===== src/task_ready_queue_with_deadline_insert_unit_assert.svh =====
// Assertion macros for the task ready queue with deadline insert
`ifndef TASK_READY_QUEUE_WITH_DEADLINE_INSERT_UNIT_ASSERT_SVH
`define TASK_READY_QUEUE_WITH_DEADLINE_INSERT_UNIT_ASSERT_SVH
`ifndef SYNTHESIS
// same-cycle implication
`define TRQ_ASSERT_IMP(lbl, clk, rst_n, ante, cons) \
    lbl: assert property (@(posedge clk) disable iff (!rst_n) (ante) |-> (cons)) \
        else $error("trq assertion failed");
// next-cycle implication
`define TRQ_ASSERT_NXT(lbl, clk, rst_n, ante, cons) \
    lbl: assert property (@(posedge clk) disable iff (!rst_n) (ante) |=> (cons)) \
        else $error("trq assertion failed");
`else
`define TRQ_ASSERT_IMP(lbl, clk, rst_n, ante, cons)
`define TRQ_ASSERT_NXT(lbl, clk, rst_n, ante, cons)
`endif
`endif


===== src/trq_pkg.sv =====
// Types, codes and sizes shared by the task ready queue files
package trq_pkg;

    localparam int QUEUE_DEPTH   = 16;
    localparam int DEADLINE_BITS = 32;
    localparam int IDX_W         = $clog2(QUEUE_DEPTH);
    localparam int OCC_W         = $clog2(QUEUE_DEPTH + 1);

    localparam logic [7:0] RT_LEVEL_RESET = 8'd128;

    localparam logic [2:0] ST_READY     = 3'd0;
    localparam logic [2:0] ST_RUNNING   = 3'd1;
    localparam logic [2:0] ST_BLK_SEND  = 3'd2;
    localparam logic [2:0] ST_SUSPENDED = 3'd3;

    typedef enum logic [2:0] {
        MODE_PUSH_HEAD = 3'd0,
        MODE_PUSH_TAIL = 3'd1,
        MODE_POP_HEAD  = 3'd2,
        MODE_POP_TAIL  = 3'd3,
        MODE_REMOVE    = 3'd4
    } mode_t;

    typedef enum logic [2:0] {
        STAT_OK        = 3'd0,
        STAT_EMPTY     = 3'd1,
        STAT_NOT_FOUND = 3'd2,
        STAT_PRIO      = 3'd3,
        STAT_FULL      = 3'd4
    } status_t;

    typedef enum logic [1:0] {
        ACT_HOLD   = 2'd0,
        ACT_INSERT = 2'd1,
        ACT_REMOVE = 2'd2
    } cell_act_t;

    typedef enum logic [1:0] {
        HIT_ALL      = 2'd0,
        HIT_FREE     = 2'd1,
        HIT_DEADLINE = 2'd2,
        HIT_ID       = 2'd3
    } hit_mode_t;

    typedef struct packed {
        logic [7:0]               task_id;
        logic [2:0]               task_state;
        logic [DEADLINE_BITS-1:0] deadline;
    } entry_t;

    typedef struct packed {
        cell_act_t act;
        hit_mode_t hit_mode;
        entry_t    key;
    } cell_cmd_t;

endpackage


===== src/trq_cell.sv =====
// One queue cell: holds an entry, matches it against the key and shifts
module trq_cell
    import trq_pkg::*;
(
    input  logic      clk,
    input  cell_cmd_t cmd,
    input  logic      occupied,
    input  entry_t    left_entry,
    input  entry_t    right_entry,
    input  logic      found_in,
    output entry_t    entry,
    output logic      found_out,
    output logic      first_hit
);

    entry_t entry_reg;
    entry_t entry_next;
    logic   hit;
    logic   earlier;

    assign earlier = entry_reg.deadline < cmd.key.deadline;

    always_comb
    begin
        unique case (cmd.hit_mode)
            HIT_ALL:      hit = 1'b1;
            HIT_FREE:     hit = !occupied;
            HIT_DEADLINE: hit = !occupied || !earlier;
            HIT_ID:       hit = occupied && (entry_reg.task_id == cmd.key.task_id);
            default:      hit = 1'b0;
        endcase
    end

    assign found_out = found_in || hit;
    assign first_hit = hit && !found_in;

    always_comb
    begin
        entry_next = entry_reg;
        case (cmd.act)
            ACT_INSERT:
            begin
                // cells past the insert point take their left neighbour
                if (found_in)
                    entry_next = left_entry;
                else if (hit)
                    entry_next = cmd.key;
            end
            ACT_REMOVE:
            begin
                // the removed cell and all after it take their right neighbour
                if (found_out)
                    entry_next = right_entry;
            end
            default: entry_next = entry_reg;
        endcase
    end

    always_ff @(posedge clk)
    begin
        entry_reg <= entry_next;
    end

    assign entry = entry_reg;

endmodule


===== src/task_ready_queue_with_deadline_insert_unit.sv =====
// Top level of the earliest-deadline-first task ready queue
// A result is registered and shown the cycle after its input transaction is accepted.
// One op per cycle unless m_tready stalls; every cell compares and shifts in parallel.
// The search is a ripple of found flags along the row of QUEUE_DEPTH cells.
// Reset: occupancy clears to zero and the real-time level to 128 at once;
// cell contents are not reset and are never read before written.
module task_ready_queue_with_deadline_insert_unit
    import trq_pkg::*;
(
    input  logic        clk,
    input  logic        rst_n,
    input  logic        cfg_wr_en,
    input  logic [7:0]  cfg_wr_data,   // realtime_priority_level
    input  logic        s_tvalid,
    output logic        s_tready,
    input  logic [55:0] s_tdata,       // task_id[7:0], task_state[10:8], rt_task[11],
                                       // priority_req[19:12], deadline[51:20], zero pad
    input  logic [2:0]  s_tuser,       // mode[2:0]
    output logic        m_tvalid,
    input  logic        m_tready,
    output logic [15:0] m_tdata        // status[2:0], result_task[10:3],
                                       // result_state[13:11], result_valid[14], zero pad
);

    `include "task_ready_queue_with_deadline_insert_unit_assert.svh"

    // input field unpacking
    logic [7:0]               in_id;
    logic [2:0]               in_state;
    logic                     in_rt;
    logic [7:0]               in_prio;
    logic [DEADLINE_BITS-1:0] in_dl;
    mode_t                    in_mode;

    assign in_id    = s_tdata[7:0];
    assign in_state = s_tdata[10:8];
    assign in_rt    = s_tdata[11];
    assign in_prio  = s_tdata[19:12];
    assign in_dl    = DEADLINE_BITS'(s_tdata[51:20]);
    assign in_mode  = mode_t'(s_tuser);

    // control state
    logic [OCC_W-1:0] occ_reg;
    logic [OCC_W-1:0] occ_next;
    logic [7:0]       level_reg;

    // output register
    logic       m_valid_reg;
    status_t    status_reg;
    logic [7:0] rtask_reg;
    logic [2:0] rstate_reg;
    logic       rvalid_reg;

    status_t    status_next;
    logic [7:0] rtask_next;
    logic [2:0] rstate_next;
    logic       rvalid_next;

    logic accept;
    logic occ_full;
    logic occ_empty;

    assign s_tready  = !m_valid_reg || m_tready;
    assign accept    = s_tvalid && s_tready;
    assign occ_full  = occ_reg == OCC_W'(QUEUE_DEPTH);
    assign occ_empty = occ_reg == '0;

    // broadcast command to the cell row
    cell_cmd_t  cmd;
    hit_mode_t  hit_mode;
    cell_act_t  act;
    logic [2:0] ns_head;
    logic [2:0] ns_tail;

    // suspended tasks keep their state; push tail also keeps blocked-on-send
    assign ns_head = (in_state == ST_SUSPENDED) ? in_state : ST_READY;
    assign ns_tail = (in_state == ST_SUSPENDED || in_state == ST_BLK_SEND)
                     ? in_state : ST_READY;

    always_comb
    begin
        unique case (in_mode)
            MODE_PUSH_HEAD: hit_mode = HIT_ALL;
            MODE_PUSH_TAIL: hit_mode = in_rt ? HIT_DEADLINE : HIT_FREE;
            MODE_POP_HEAD:  hit_mode = HIT_ALL;
            MODE_REMOVE:    hit_mode = HIT_ID;
            default:        hit_mode = HIT_ALL;
        endcase
    end

    assign cmd.act              = act;
    assign cmd.hit_mode         = hit_mode;
    assign cmd.key.task_id      = in_id;
    assign cmd.key.task_state   = (in_mode == MODE_PUSH_HEAD) ? ns_head : ns_tail;
    assign cmd.key.deadline     = in_dl;

    // the row of cells
    entry_t                 cell_entry [QUEUE_DEPTH];
    logic [QUEUE_DEPTH:0]   found;
    logic [QUEUE_DEPTH-1:0] first_hit;
    logic [QUEUE_DEPTH-1:0] occupied;

    assign found[0] = 1'b0;

    for (genvar i = 0; i < QUEUE_DEPTH; i++)
    begin : g_cell
        entry_t left_e;
        entry_t right_e;

        assign occupied[i] = OCC_W'(i) < occ_reg;

        if (i == 0)
        begin : g_first
            assign left_e = cmd.key;
        end
        else
        begin : g_mid_l
            assign left_e = cell_entry[i-1];
        end

        if (i == QUEUE_DEPTH - 1)
        begin : g_last
            assign right_e = cell_entry[i];
        end
        else
        begin : g_mid_r
            assign right_e = cell_entry[i+1];
        end

        trq_cell u_cell (
            .clk         (clk),
            .cmd         (cmd),
            .occupied    (occupied[i]),
            .left_entry  (left_e),
            .right_entry (right_e),
            .found_in    (found[i]),
            .entry       (cell_entry[i]),
            .found_out   (found[i+1]),
            .first_hit   (first_hit[i])
        );
    end

    // gather the first matching cell, and the tail cell for pop tail
    entry_t           sel_entry;
    entry_t           tail_entry;
    logic [IDX_W-1:0] tail_idx;

    always_comb
    begin
        sel_entry = '0;
        for (int i = 0; i < QUEUE_DEPTH; i++)
        begin
            if (first_hit[i])
                sel_entry = sel_entry | cell_entry[i];
        end
    end

    assign tail_idx   = IDX_W'(occ_reg - 1'b1);
    assign tail_entry = cell_entry[tail_idx];

    // operation decode
    always_comb
    begin
        act         = ACT_HOLD;
        occ_next    = occ_reg;
        status_next = STAT_OK;
        rtask_next  = '0;
        rstate_next = '0;
        rvalid_next = 1'b0;
        if (accept)
        begin
            unique case (in_mode)
                MODE_PUSH_HEAD:
                begin
                    if (occ_full)
                        status_next = STAT_FULL;
                    else
                    begin
                        act         = ACT_INSERT;
                        occ_next    = OCC_W'(occ_reg + 1'b1);
                        rtask_next  = in_id;
                        rstate_next = ns_head;
                        rvalid_next = 1'b1;
                    end
                end
                MODE_PUSH_TAIL:
                begin
                    // full check comes before the priority check
                    if (occ_full)
                        status_next = STAT_FULL;
                    else if (in_rt && !occ_empty && (in_prio != level_reg))
                        status_next = STAT_PRIO;
                    else
                    begin
                        act         = ACT_INSERT;
                        occ_next    = OCC_W'(occ_reg + 1'b1);
                        rtask_next  = in_id;
                        rstate_next = ns_tail;
                        rvalid_next = 1'b1;
                    end
                end
                MODE_POP_HEAD:
                begin
                    if (occ_empty)
                        status_next = STAT_EMPTY;
                    else
                    begin
                        act         = ACT_REMOVE;
                        occ_next    = OCC_W'(occ_reg - 1'b1);
                        rtask_next  = cell_entry[0].task_id;
                        rstate_next = (cell_entry[0].task_state == ST_BLK_SEND)
                                      ? ST_READY : ST_RUNNING;
                        rvalid_next = 1'b1;
                    end
                end
                MODE_POP_TAIL:
                begin
                    // drop the tail by count alone; no cell moves
                    if (occ_empty)
                        status_next = STAT_EMPTY;
                    else
                    begin
                        occ_next    = OCC_W'(occ_reg - 1'b1);
                        rtask_next  = tail_entry.task_id;
                        rstate_next = tail_entry.task_state;
                        rvalid_next = 1'b1;
                    end
                end
                MODE_REMOVE:
                begin
                    if (occ_empty)
                        status_next = STAT_EMPTY;
                    else if (!found[QUEUE_DEPTH])
                        status_next = STAT_NOT_FOUND;
                    else
                    begin
                        act         = ACT_REMOVE;
                        occ_next    = OCC_W'(occ_reg - 1'b1);
                        rtask_next  = sel_entry.task_id;
                        rstate_next = first_hit[0] ? ST_READY : sel_entry.task_state;
                        rvalid_next = 1'b1;
                    end
                end
                default:
                begin
                    // unused modes: no change, plain ok result
                    status_next = STAT_OK;
                end
            endcase
        end
    end

    // control registers
    always_ff @(posedge clk or negedge rst_n)
    begin
        if (!rst_n)
        begin
            occ_reg     <= '0;
            level_reg   <= RT_LEVEL_RESET;
            m_valid_reg <= 1'b0;
        end
        else
        begin
            occ_reg <= occ_next;
            if (cfg_wr_en)
                level_reg <= cfg_wr_data;
            if (accept)
                m_valid_reg <= 1'b1;
            else if (m_tready)
                m_valid_reg <= 1'b0;
        end
    end

    // result payload: hold until the next accepted transaction
    always_ff @(posedge clk)
    begin
        if (accept)
        begin
            status_reg <= status_next;
            rtask_reg  <= rtask_next;
            rstate_reg <= rstate_next;
            rvalid_reg <= rvalid_next;
        end
    end

    assign m_tvalid = m_valid_reg;
    assign m_tdata  = {1'b0, rvalid_reg, rstate_reg, rtask_reg, status_reg};

    // assertions
    logic full_push;
    logic live_pop;

    assign full_push = accept && occ_full
                       && (in_mode == MODE_PUSH_HEAD || in_mode == MODE_PUSH_TAIL);
    assign live_pop  = accept && !occ_empty
                       && (in_mode == MODE_POP_HEAD || in_mode == MODE_POP_TAIL);

    `TRQ_ASSERT_IMP(a_occ_bound, clk, rst_n, 1'b1, occ_reg <= OCC_W'(QUEUE_DEPTH))
    `TRQ_ASSERT_NXT(a_full_holds, clk, rst_n, full_push, occ_reg == $past(occ_reg) && status_reg == STAT_FULL)
    `TRQ_ASSERT_IMP(a_valid_ok, clk, rst_n, m_valid_reg && rvalid_reg, status_reg == STAT_OK)
    `TRQ_ASSERT_NXT(a_pop_count, clk, rst_n, live_pop, occ_reg == OCC_W'($past(occ_reg) - 1'b1) && rvalid_reg)

endmodule

===== config.mk =====
export PLATFORM = sky130hd
export DESIGN_NAME = task_ready_queue_with_deadline_insert_unit
export DESIGN_NICKNAME = d
export VERILOG_FILES = /design/src/trq_pkg.sv /design/src/trq_cell.sv /design/src/task_ready_queue_with_deadline_insert_unit.sv
export VERILOG_INCLUDE_DIRS = /design/src /design/src/src
export SDC_FILE = /design/constraint.sdc
export NUM_CORES = 2
export LEC_CHECK = 0
export ABC_AREA = 1
export BUFFER_PORTS_ARGS = -buffer_cell sky130_fd_sc_hd__buf_2
export CAP_MARGIN = 10
export CORE_MARGIN = 3
export CORE_UTILIZATION = 35
export DETAILED_ROUTE_END_ITERATION = 8
export PLACE_DENSITY = 0.53
export SKIP_LAST_GASP = 1
export SLEW_MARGIN = 20
export SYNTH_ARGS = -nofsm -noshare
export SYNTH_HDL_FRONTEND = slang
export SYNTH_HIERARCHICAL = 1
export SYNTH_SLANG_ARGS = --single-unit
export TNS_END_PERCENT = 100

===== constraint.sdc =====
create_clock -name clk -period 8.4 [get_ports clk]
set_clock_uncertainty 0.1 [all_clocks]
set_input_delay 0.84 -clock clk [delete_from_list [all_inputs] [get_ports clk]]
set_output_delay 0.84 -clock clk [all_outputs]
set_load 0.01 [all_outputs]

== Yosys cells after proc, flatten, opt, wreduce, memory -nomap -nowiden ==
Index checks and enable logic that the tools add are counted.

* Output and inout bits: 18
* Word-level logic and storage cells: 463
* Input bits: 72
* Flip-flop bits (word level): 717

* $add $sub $neg: 2
* Multiplexer cells: 150
* $lt $le $gt $ge: 33
* Equal/unequal tests: 66
* Reductions and logical operators: 141
* Bitwise logic cells: 16

{| class="wikitable"
|+ Operators with widths
! cell !! number
|-
| $mux W43 || 64
|-
| $pmux W43 S2 || 15
|-
| $or A43 B43 Y43 || 15
|-
| $lt A32 B32 Y1 || 16
|-
| $bmux W43 S4 || 1
|-
| $eq A8 B8 Y1 || 16
|-
| $pmux W1 S4 || 17
|-
| $mux W8 || 7
|-
| $logic_not A1 Y1 || 49
|-
| $reduce_and A3 Y1 || 15
|-
| $ne A3 B1 Y1 const B || 14
|-
| $lt A4 B5 Y1 const A || 8
|-
| $pmux W8 S5 || 1
|-
| $mux W3 || 12
|-
| $logic_and A1 B1 Y1 || 34
|-
| $ne A2 B1 Y1 const B || 17
|-
| $logic_or A1 B1 Y1 || 33
|-
| $mux W5 || 6
|-
| $lt A3 B5 Y1 const A || 4
|-
| $pmux W5 S4 || 1
|-
| $mux W2 || 8
|-
| $eq A3 B2 Y1 const B || 5
|-
| $pmux W3 S5 || 1
|-
| $mux W1 || 14
|-
| 24 further kinds || 35
|}

== Depth between registers and ports, before layout ==
* Depth in word-level cells: 39
* Mapped depth: 70
* Gate-level depth less buffers: 53

== Cells and area by module ==
The synthesis kept the hierarchy.

{| class="wikitable"
|+ By module, submodules not included
! module !! area an instance (um2) !! times used !! cells an instance !! seq. area each (um2)
|-
| trq_cell (g_cell[0].u_cell ...) || 3,153.0 || 13 || 397 || 1,291.2
|-
| trq_cell (g_cell[8].u_cell ...) || 3,164.3 || 2 || 399 || 1,291.2
|-
| task_ready_queue_with_deadline_insert_unit || 5,381.4 || 1 || 1,106 || 802.0
|-
| trq_cell (g_cell[7].u_cell) || 3,166.8 || 1 || 400 || 1,291.2
|}

== Least setup slack after synthesis ==
OpenSTA, ideal clock, no wires.

* Kind: input to register
* Start point: in s_tuser[1]
* End point: reg g_cell[15].u_cell.entry_reg, in the netlist g_cell[15].u_cell/entry[0], enable pin
* Slack: -3.979 ns
* Stages: 62
* Setup time: 0.397 ns
* Buffers on the path: 17
* Arrival time: 11.882 ns
* Path through: nor2_1 -> inv_1 -> nor2_1 -> inv_1 -> o21ai_0 -> nand4_1 -> nand4_2 -> buf_2 -> inv_2 -> nand4_2 -> buf_2 -> inv_2 -> nand4_2 -> buf_2 -> inv_2 -> nand4_2 -> buf_2 -> inv_2 -> (+26 left out) -> inv_2 -> nand4_2 -> buf_2 -> inv_2 -> nand4_2 -> buf_2 -> inv_2 -> nand4_2 -> nand3_1 -> inv_1 -> o21a_1 -> inv_1 -> or2_1 -> clkbuf_1 -> buf_2 -> nand2_1 -> nand2_1 -> inv_1

{| class="wikitable"
|+ RTL lines
! element !! line !! RTL
|-
| start, declared || task_ready_queue_with_deadline_insert_unit.sv:18 || <nowiki>input logic [2:0] s_tuser,</nowiki>
|-
| end signal, assigned || trq_cell.sv:61 || <nowiki>entry_reg <= entry_next;</nowiki>
|-
| end, declared || trq_cell.sv:16 || <nowiki>entry_t entry_reg;</nowiki>
|}

== Worst setup path in the final report ==
* Start point: reg occ_reg[3]
* End point: reg g_cell[15].u_cell.entry_reg, in the netlist g_cell[15].u_cell/entry[1], enable pin

{| class="wikitable"
|+ RTL lines
! element !! line !! RTL
|-
| start, declared || task_ready_queue_with_deadline_insert_unit.sv:43 || <nowiki>logic [OCC_W-1:0] occ_reg;</nowiki>
|-
| start signal, assigned || task_ready_queue_with_deadline_insert_unit.sv:264 || <nowiki>occ_reg <= occ_next;</nowiki>
|-
| $lt A3 B5 Y1 (*) || task_ready_queue_with_deadline_insert_unit.sv:110 || <nowiki>assign occupied[i] = OCC_W'(i) < occ_reg;</nowiki>
|-
| via occupied[7] || task_ready_queue_with_deadline_insert_unit.sv:101 || <nowiki>logic [QUEUE_DEPTH-1:0] occupied;</nowiki>
|-
| $logic_not A1 Y1 || trq_cell.sv:27, trq_cell.sv:28 ||
|-
| $logic_or A1 B1 Y1 || trq_cell.sv:28 || <nowiki>HIT_DEADLINE: hit = !occupied || !earlier;</nowiki>
|-
| $pmux W1 S4 (*) || trq_cell.sv:25 || <nowiki>unique case (cmd.hit_mode)</nowiki>
|-
| $logic_or A1 B1 Y1 (*) || trq_cell.sv:34 || <nowiki>assign found_out = found_in || hit;</nowiki>
|-
| via found[8] || task_ready_queue_with_deadline_insert_unit.sv:99 || <nowiki>logic [QUEUE_DEPTH:0] found;</nowiki>
|-
| $logic_or A1 B1 Y1 (*) || trq_cell.sv:34 ||
|-
| via found[9] || task_ready_queue_with_deadline_insert_unit.sv:99 ||
|-
| (+1 left out) || - ||
|-
| via found[10] || task_ready_queue_with_deadline_insert_unit.sv:99 ||
|-
| (+1 left out) || - ||
|-
| via found[11] || task_ready_queue_with_deadline_insert_unit.sv:99 ||
|-
| (+1 left out) || - ||
|-
| via found[12] || task_ready_queue_with_deadline_insert_unit.sv:99 ||
|-
| (+1 left out) || - ||
|-
| via found[13] || task_ready_queue_with_deadline_insert_unit.sv:99 ||
|-
| (+1 left out) || - ||
|-
| via found[14] || task_ready_queue_with_deadline_insert_unit.sv:99 ||
|-
| (+1 left out) || - ||
|-
| via found[15] || task_ready_queue_with_deadline_insert_unit.sv:99 ||
|-
| (+1 left out) || - ||
|-
| via found[16] || task_ready_queue_with_deadline_insert_unit.sv:99 ||
|-
| $mux W2 (*) || task_ready_queue_with_deadline_insert_unit.sv:233 || <nowiki>else if (!found[QUEUE_DEPTH])</nowiki>
|-
| $mux W2 (*) || task_ready_queue_with_deadline_insert_unit.sv:231 || <nowiki>if (occ_empty)</nowiki>
|-
| $pmux W2 S4 (*) || task_ready_queue_with_deadline_insert_unit.sv:172 || <nowiki>unique case (in_mode)</nowiki>
|-
| $mux W2 (*) || task_ready_queue_with_deadline_insert_unit.sv:170 || <nowiki>if (accept)</nowiki>
|-
| via act[1] || task_ready_queue_with_deadline_insert_unit.sv:71 || <nowiki>cell_act_t act;</nowiki>
|-
| $eq A2 B1 Y1 (*) || trq_cell.sv:40 || <nowiki>case (cmd.act)</nowiki>
|-
| $reduce_and A2 Y1 (no line) (*) || - ||
|}

Mark *: on every way through the listed nets, which the timed path passes. The rest lies on a longest branch.
A chain may end at the register's enable or synchronous reset.

==> tab_implementation.tex <==
\begin{tabular}{lr}
\hline
Metric & Value \\
\hline
\multicolumn{2}{l}{\textbf{Clocking}} \\
Post-CTS setup repair buffer count & 0 \\
Clock latency at the later pin of the worst-skew pair & 0.70 ns \\
Hold buffer count at CTS & 1 \\
TritonCTS clock tree & built \\
Master cell of the clock root buffer & clkbuf\_16 \\
Clock sink count & 717 \\
Reg clk slew, reported paths & 0.05 ns \\
Htree depth & 3 \\
Total CTS buffers & 94 \\
Buffer depth of the longest clock path & 3 \\
Number of gates resized after cts & 0 \\
\multicolumn{2}{l}{\textbf{Worst setup path}} \\
Number of cells traversed by the worst register-to-register path & 44 \\
Crit path kind & reg2reg \\
Reg-to-Reg End & g\_cell[15].u\_cell/entry[1] \\
Setup slack on the worst flop-to-flop path & 1.0 ns \\
Maximum single-stage delay on the critical path & 0.73 ns \\
End point of the critical path & g\_cell[15].u\_cell/entry[1] \\
Capturing element type of the critical path & flip-flop \\
WP data arrival & 7.44 ns \\
Source of the critical timing path & occ\_reg[3] \\
Worst Setup Start Kind & flip-flop \\
Master of the slowest instance on the critical path & clkinvlp\_4 \\
Maximum net fanout on the critical path & 43 \\
Reg-to-Reg Start & occ\_reg[3] \\
Required time of the critical path & 8.44 ns \\
\multicolumn{2}{l}{\textbf{Detailed routing}} \\
Number of vias per cell & 5.17 \\
Final routed wire length divided by cell count & 18.4 um \\
Final WL & 177,000 um \\
Total vias in the final route & 49,500 \\
Initial detailed-routing violation count & 4,720 \\
Post-detailed-route DRC marker count & 0 \\
Routed Antenna Nets & 0 \\
First-pass iteration count of the detailed router & 6 \\
\multicolumn{2}{l}{\textbf{Yosys}} \\
Post-synthesis instance area & 55,900 um\^{}2 \\
Synthesized netlist cell count & 7,465 \\
Most common cell in the netlist & nand2\_1 \\
Asr flop ratio synth & 1.95\% \\
Number of flops mapped to enable cells by yosys & 703 \\
Total of warnings raised by yosys & 6 \\
Leading register cell type out of synthesis & edfxtp\_1 \\
Cell types occupying the most area after synthesis & edfxtp\_1, nand2\_1, ha\_1 \\
Fraction of synthesized cell area taken by the top area cell type & 37.8\% \\
Most used standard cells in the synthesized netlist & nand2\_1, nor2\_1, inv\_1 \\
Cell taking the most area after synthesis & edfxtp\_1 \\
Post-synthesis sequential area ratio & 38.4\% \\
Avg Cell Area, Syn & 7.48 um\^{}2 \\
Post-synthesis register bit count & 717 \\
Cell variety after synth & 44 \\
\multicolumn{2}{l}{\textbf{STA}} \\
Count of pins over their slew limit & 0 \\
Rel. slew slack & 22.5\% \\
Count of final setup violators & 0 \\
RSZ-0062 raised after global routing & no \\
Final min period & 7.40 ns \\
Final hold slack & 0.266 ns \\
Crit share post-route & 88.1\% \\
Fin worst setup slack & 1.00 ns \\
Final-report hold violation count & 0 \\
Achievable frequency & 0.135 GHz \\
Transition time of the tightest slew-check pin & 1.16 ns \\
\multicolumn{2}{l}{\textbf{Global route}} \\
Global router's overall resource usage & 21.0\% \\
Initial antenna violation count & 4 \\
Global-route wire length before repair & 273,000 um \\
Number of global-route vias before repair & 45,400 \\
Grt total ovfl & 0 \\
Maximum number of pins on one net before global-route repair & 94 \\
\multicolumn{2}{l}{\textbf{Power and ir drop}} \\
Part of the total power dissipated in the clock network & 31.7\% \\
Power density over cell area & 206 nW/um\^{}2 \\
Leakage component of the power & 0.0280 uW \\
Sequential fraction of design power & 38.8\% \\
Combinational cell fraction of total power & 29.5\% \\
Sw power & 4590 uW \\
Switching power as a share of total power & 36.4\% \\
Peak VDD IR & 0.225 mV \\
Internal power & 8040 uW \\
\multicolumn{2}{l}{\textbf{Floorplanning}} \\
Die X-Extent & 406 um \\
Starting density of the core & 35.5\% \\
FP Rows & 145 \\
Total die area & 164,000 um\^{}2 \\
Ports placed on the boundary & 90 \\
Die Span Y & 406 um \\
Standard cell core area & 157,000 um\^{}2 \\
\multicolumn{2}{l}{\textbf{Worst hold path}} \\
Path category of the worst min-delay check & in2reg \\
\multicolumn{2}{l}{\textbf{Placement}} \\
Final weighted congestion in routability-driven placement & 0.921 \\
Number of I/O port buffers & 84 \\
Post-Place Worst Slack & 0.422 ns \\
Total half-perimeter wirelength after legalization and detailed placement & 135,000 um \\
\multicolumn{2}{l}{\textbf{Layout}} \\
Post-layout net count & 8,016 \\
Layout overhead on the synthesized area & 10.0\% \\
Number of flip-flops in the largest register & 688 \\
Fraction of final layout cells sized beyond drive strength 1 & 7.85\% \\
End-of-flow core utilization & 39.0\% \\
\multicolumn{2}{l}{\textbf{Run}} \\
Count of max-cap constraint violations & 0 \\
\multicolumn{2}{l}{\textbf{Run status}} \\
Run status & completed \\
\hline
\end{tabular}
## power groups by stage
stage,Combinational [uW],Sequential (uW),Clock [uW]
floorplan,2560,4790,0
global placement,3590,4960,0
detailed placement,3660,4970,0
CTS,3680,4890,4110
global route,4140,4950,4230
finish,3730,4900,4000
## cell families (layout without fill, tap and decap cells)
| group | Yosys count | after routing | synth area share [%] |
|---|---|---|---|
| other cells | 1 | 23 | 0.00671 |
| mux | 3 | 3 | 0.0605 |
| flops | 717 | 717 | 38.4 |
| fa+ha+maj | 499 | 499 | 11.2 |
| buf+inv | 1250 | 1285 | 9.58 |
| xor+xnor | 104 | 104 | 1.66 |
| compound gates | 1093 | 1093 | 11.6 |
| simple gates | 3798 | 3798 | 27.5 |
## placed cells by master, fill, tap and decap left out, types with 79 or more instances in the layout
cell       synthesis  final
nand4_1           79     79
buf_4              4    132
a21oi_1          250    249
nor2_1           919    916
nand2_1         2434   2417
buf_2            125     84
ha_1             499    498
inv_1            823    803
a31oi_1          690    690
clkbuf_16          0     95
edfxtp_1         703    703
nand3_1          232    231
## worst min path at each step
stage                    to  cells after the start      startpoint
6_report       level_reg[7]                      3  cfg_wr_data[7]
2_1_floorplan  level_reg[7]                      2    level_reg[7]
5_1_grt        level_reg[1]                      3  cfg_wr_data[1]
3_5_place_dp   level_reg[7]                      2    level_reg[7]
3_3_place_gp   level_reg[7]                      2    level_reg[7]
4_1_cts        level_reg[7]                      3  cfg_wr_data[7]
## worst max-delay path, delay by kind of cell, from the launching register on
family	cells	cell delay, ns
compound gates	1	0.35
simple gates	24	3.41
buf+inv	19	2.35
flops	1	0.48
## routing by layer
layer  global-route usage [%]  wire [um]
met5                        0         12
met4                     4.41       3560
met2                     30.4      71300
met1                     32.6      88300
met3                     3.45      13300
## per-stage QoR
step / total power, uW / setup TNS, ns / instances / cell area [um^2]
final: 12600 / 0 / 9580 / 61500
after global routing: 13300 / 0 / 9577 / 61500
after CTS: 12700 / 0 / 9576 / 61500
after detailed placement: 8630 / 0 / 9406 / 58500
after global placement: 8550 / 0 / 9406 / 58500
after floorplan: 7350 / -221.79 / 7483 / 56500
## area by class of cell
cell class,instances,area [um^2]
diodes,4,10.0
clock buffers,109,2430
clock inverters,60,551
fillers,16100,96000
inverters,889,3470
multi-input cells,5516,29400
flip-flops and latches,717,21500
well taps,2058,2570
repair buffers,227,1620
(Power assumes the default switching activity.)
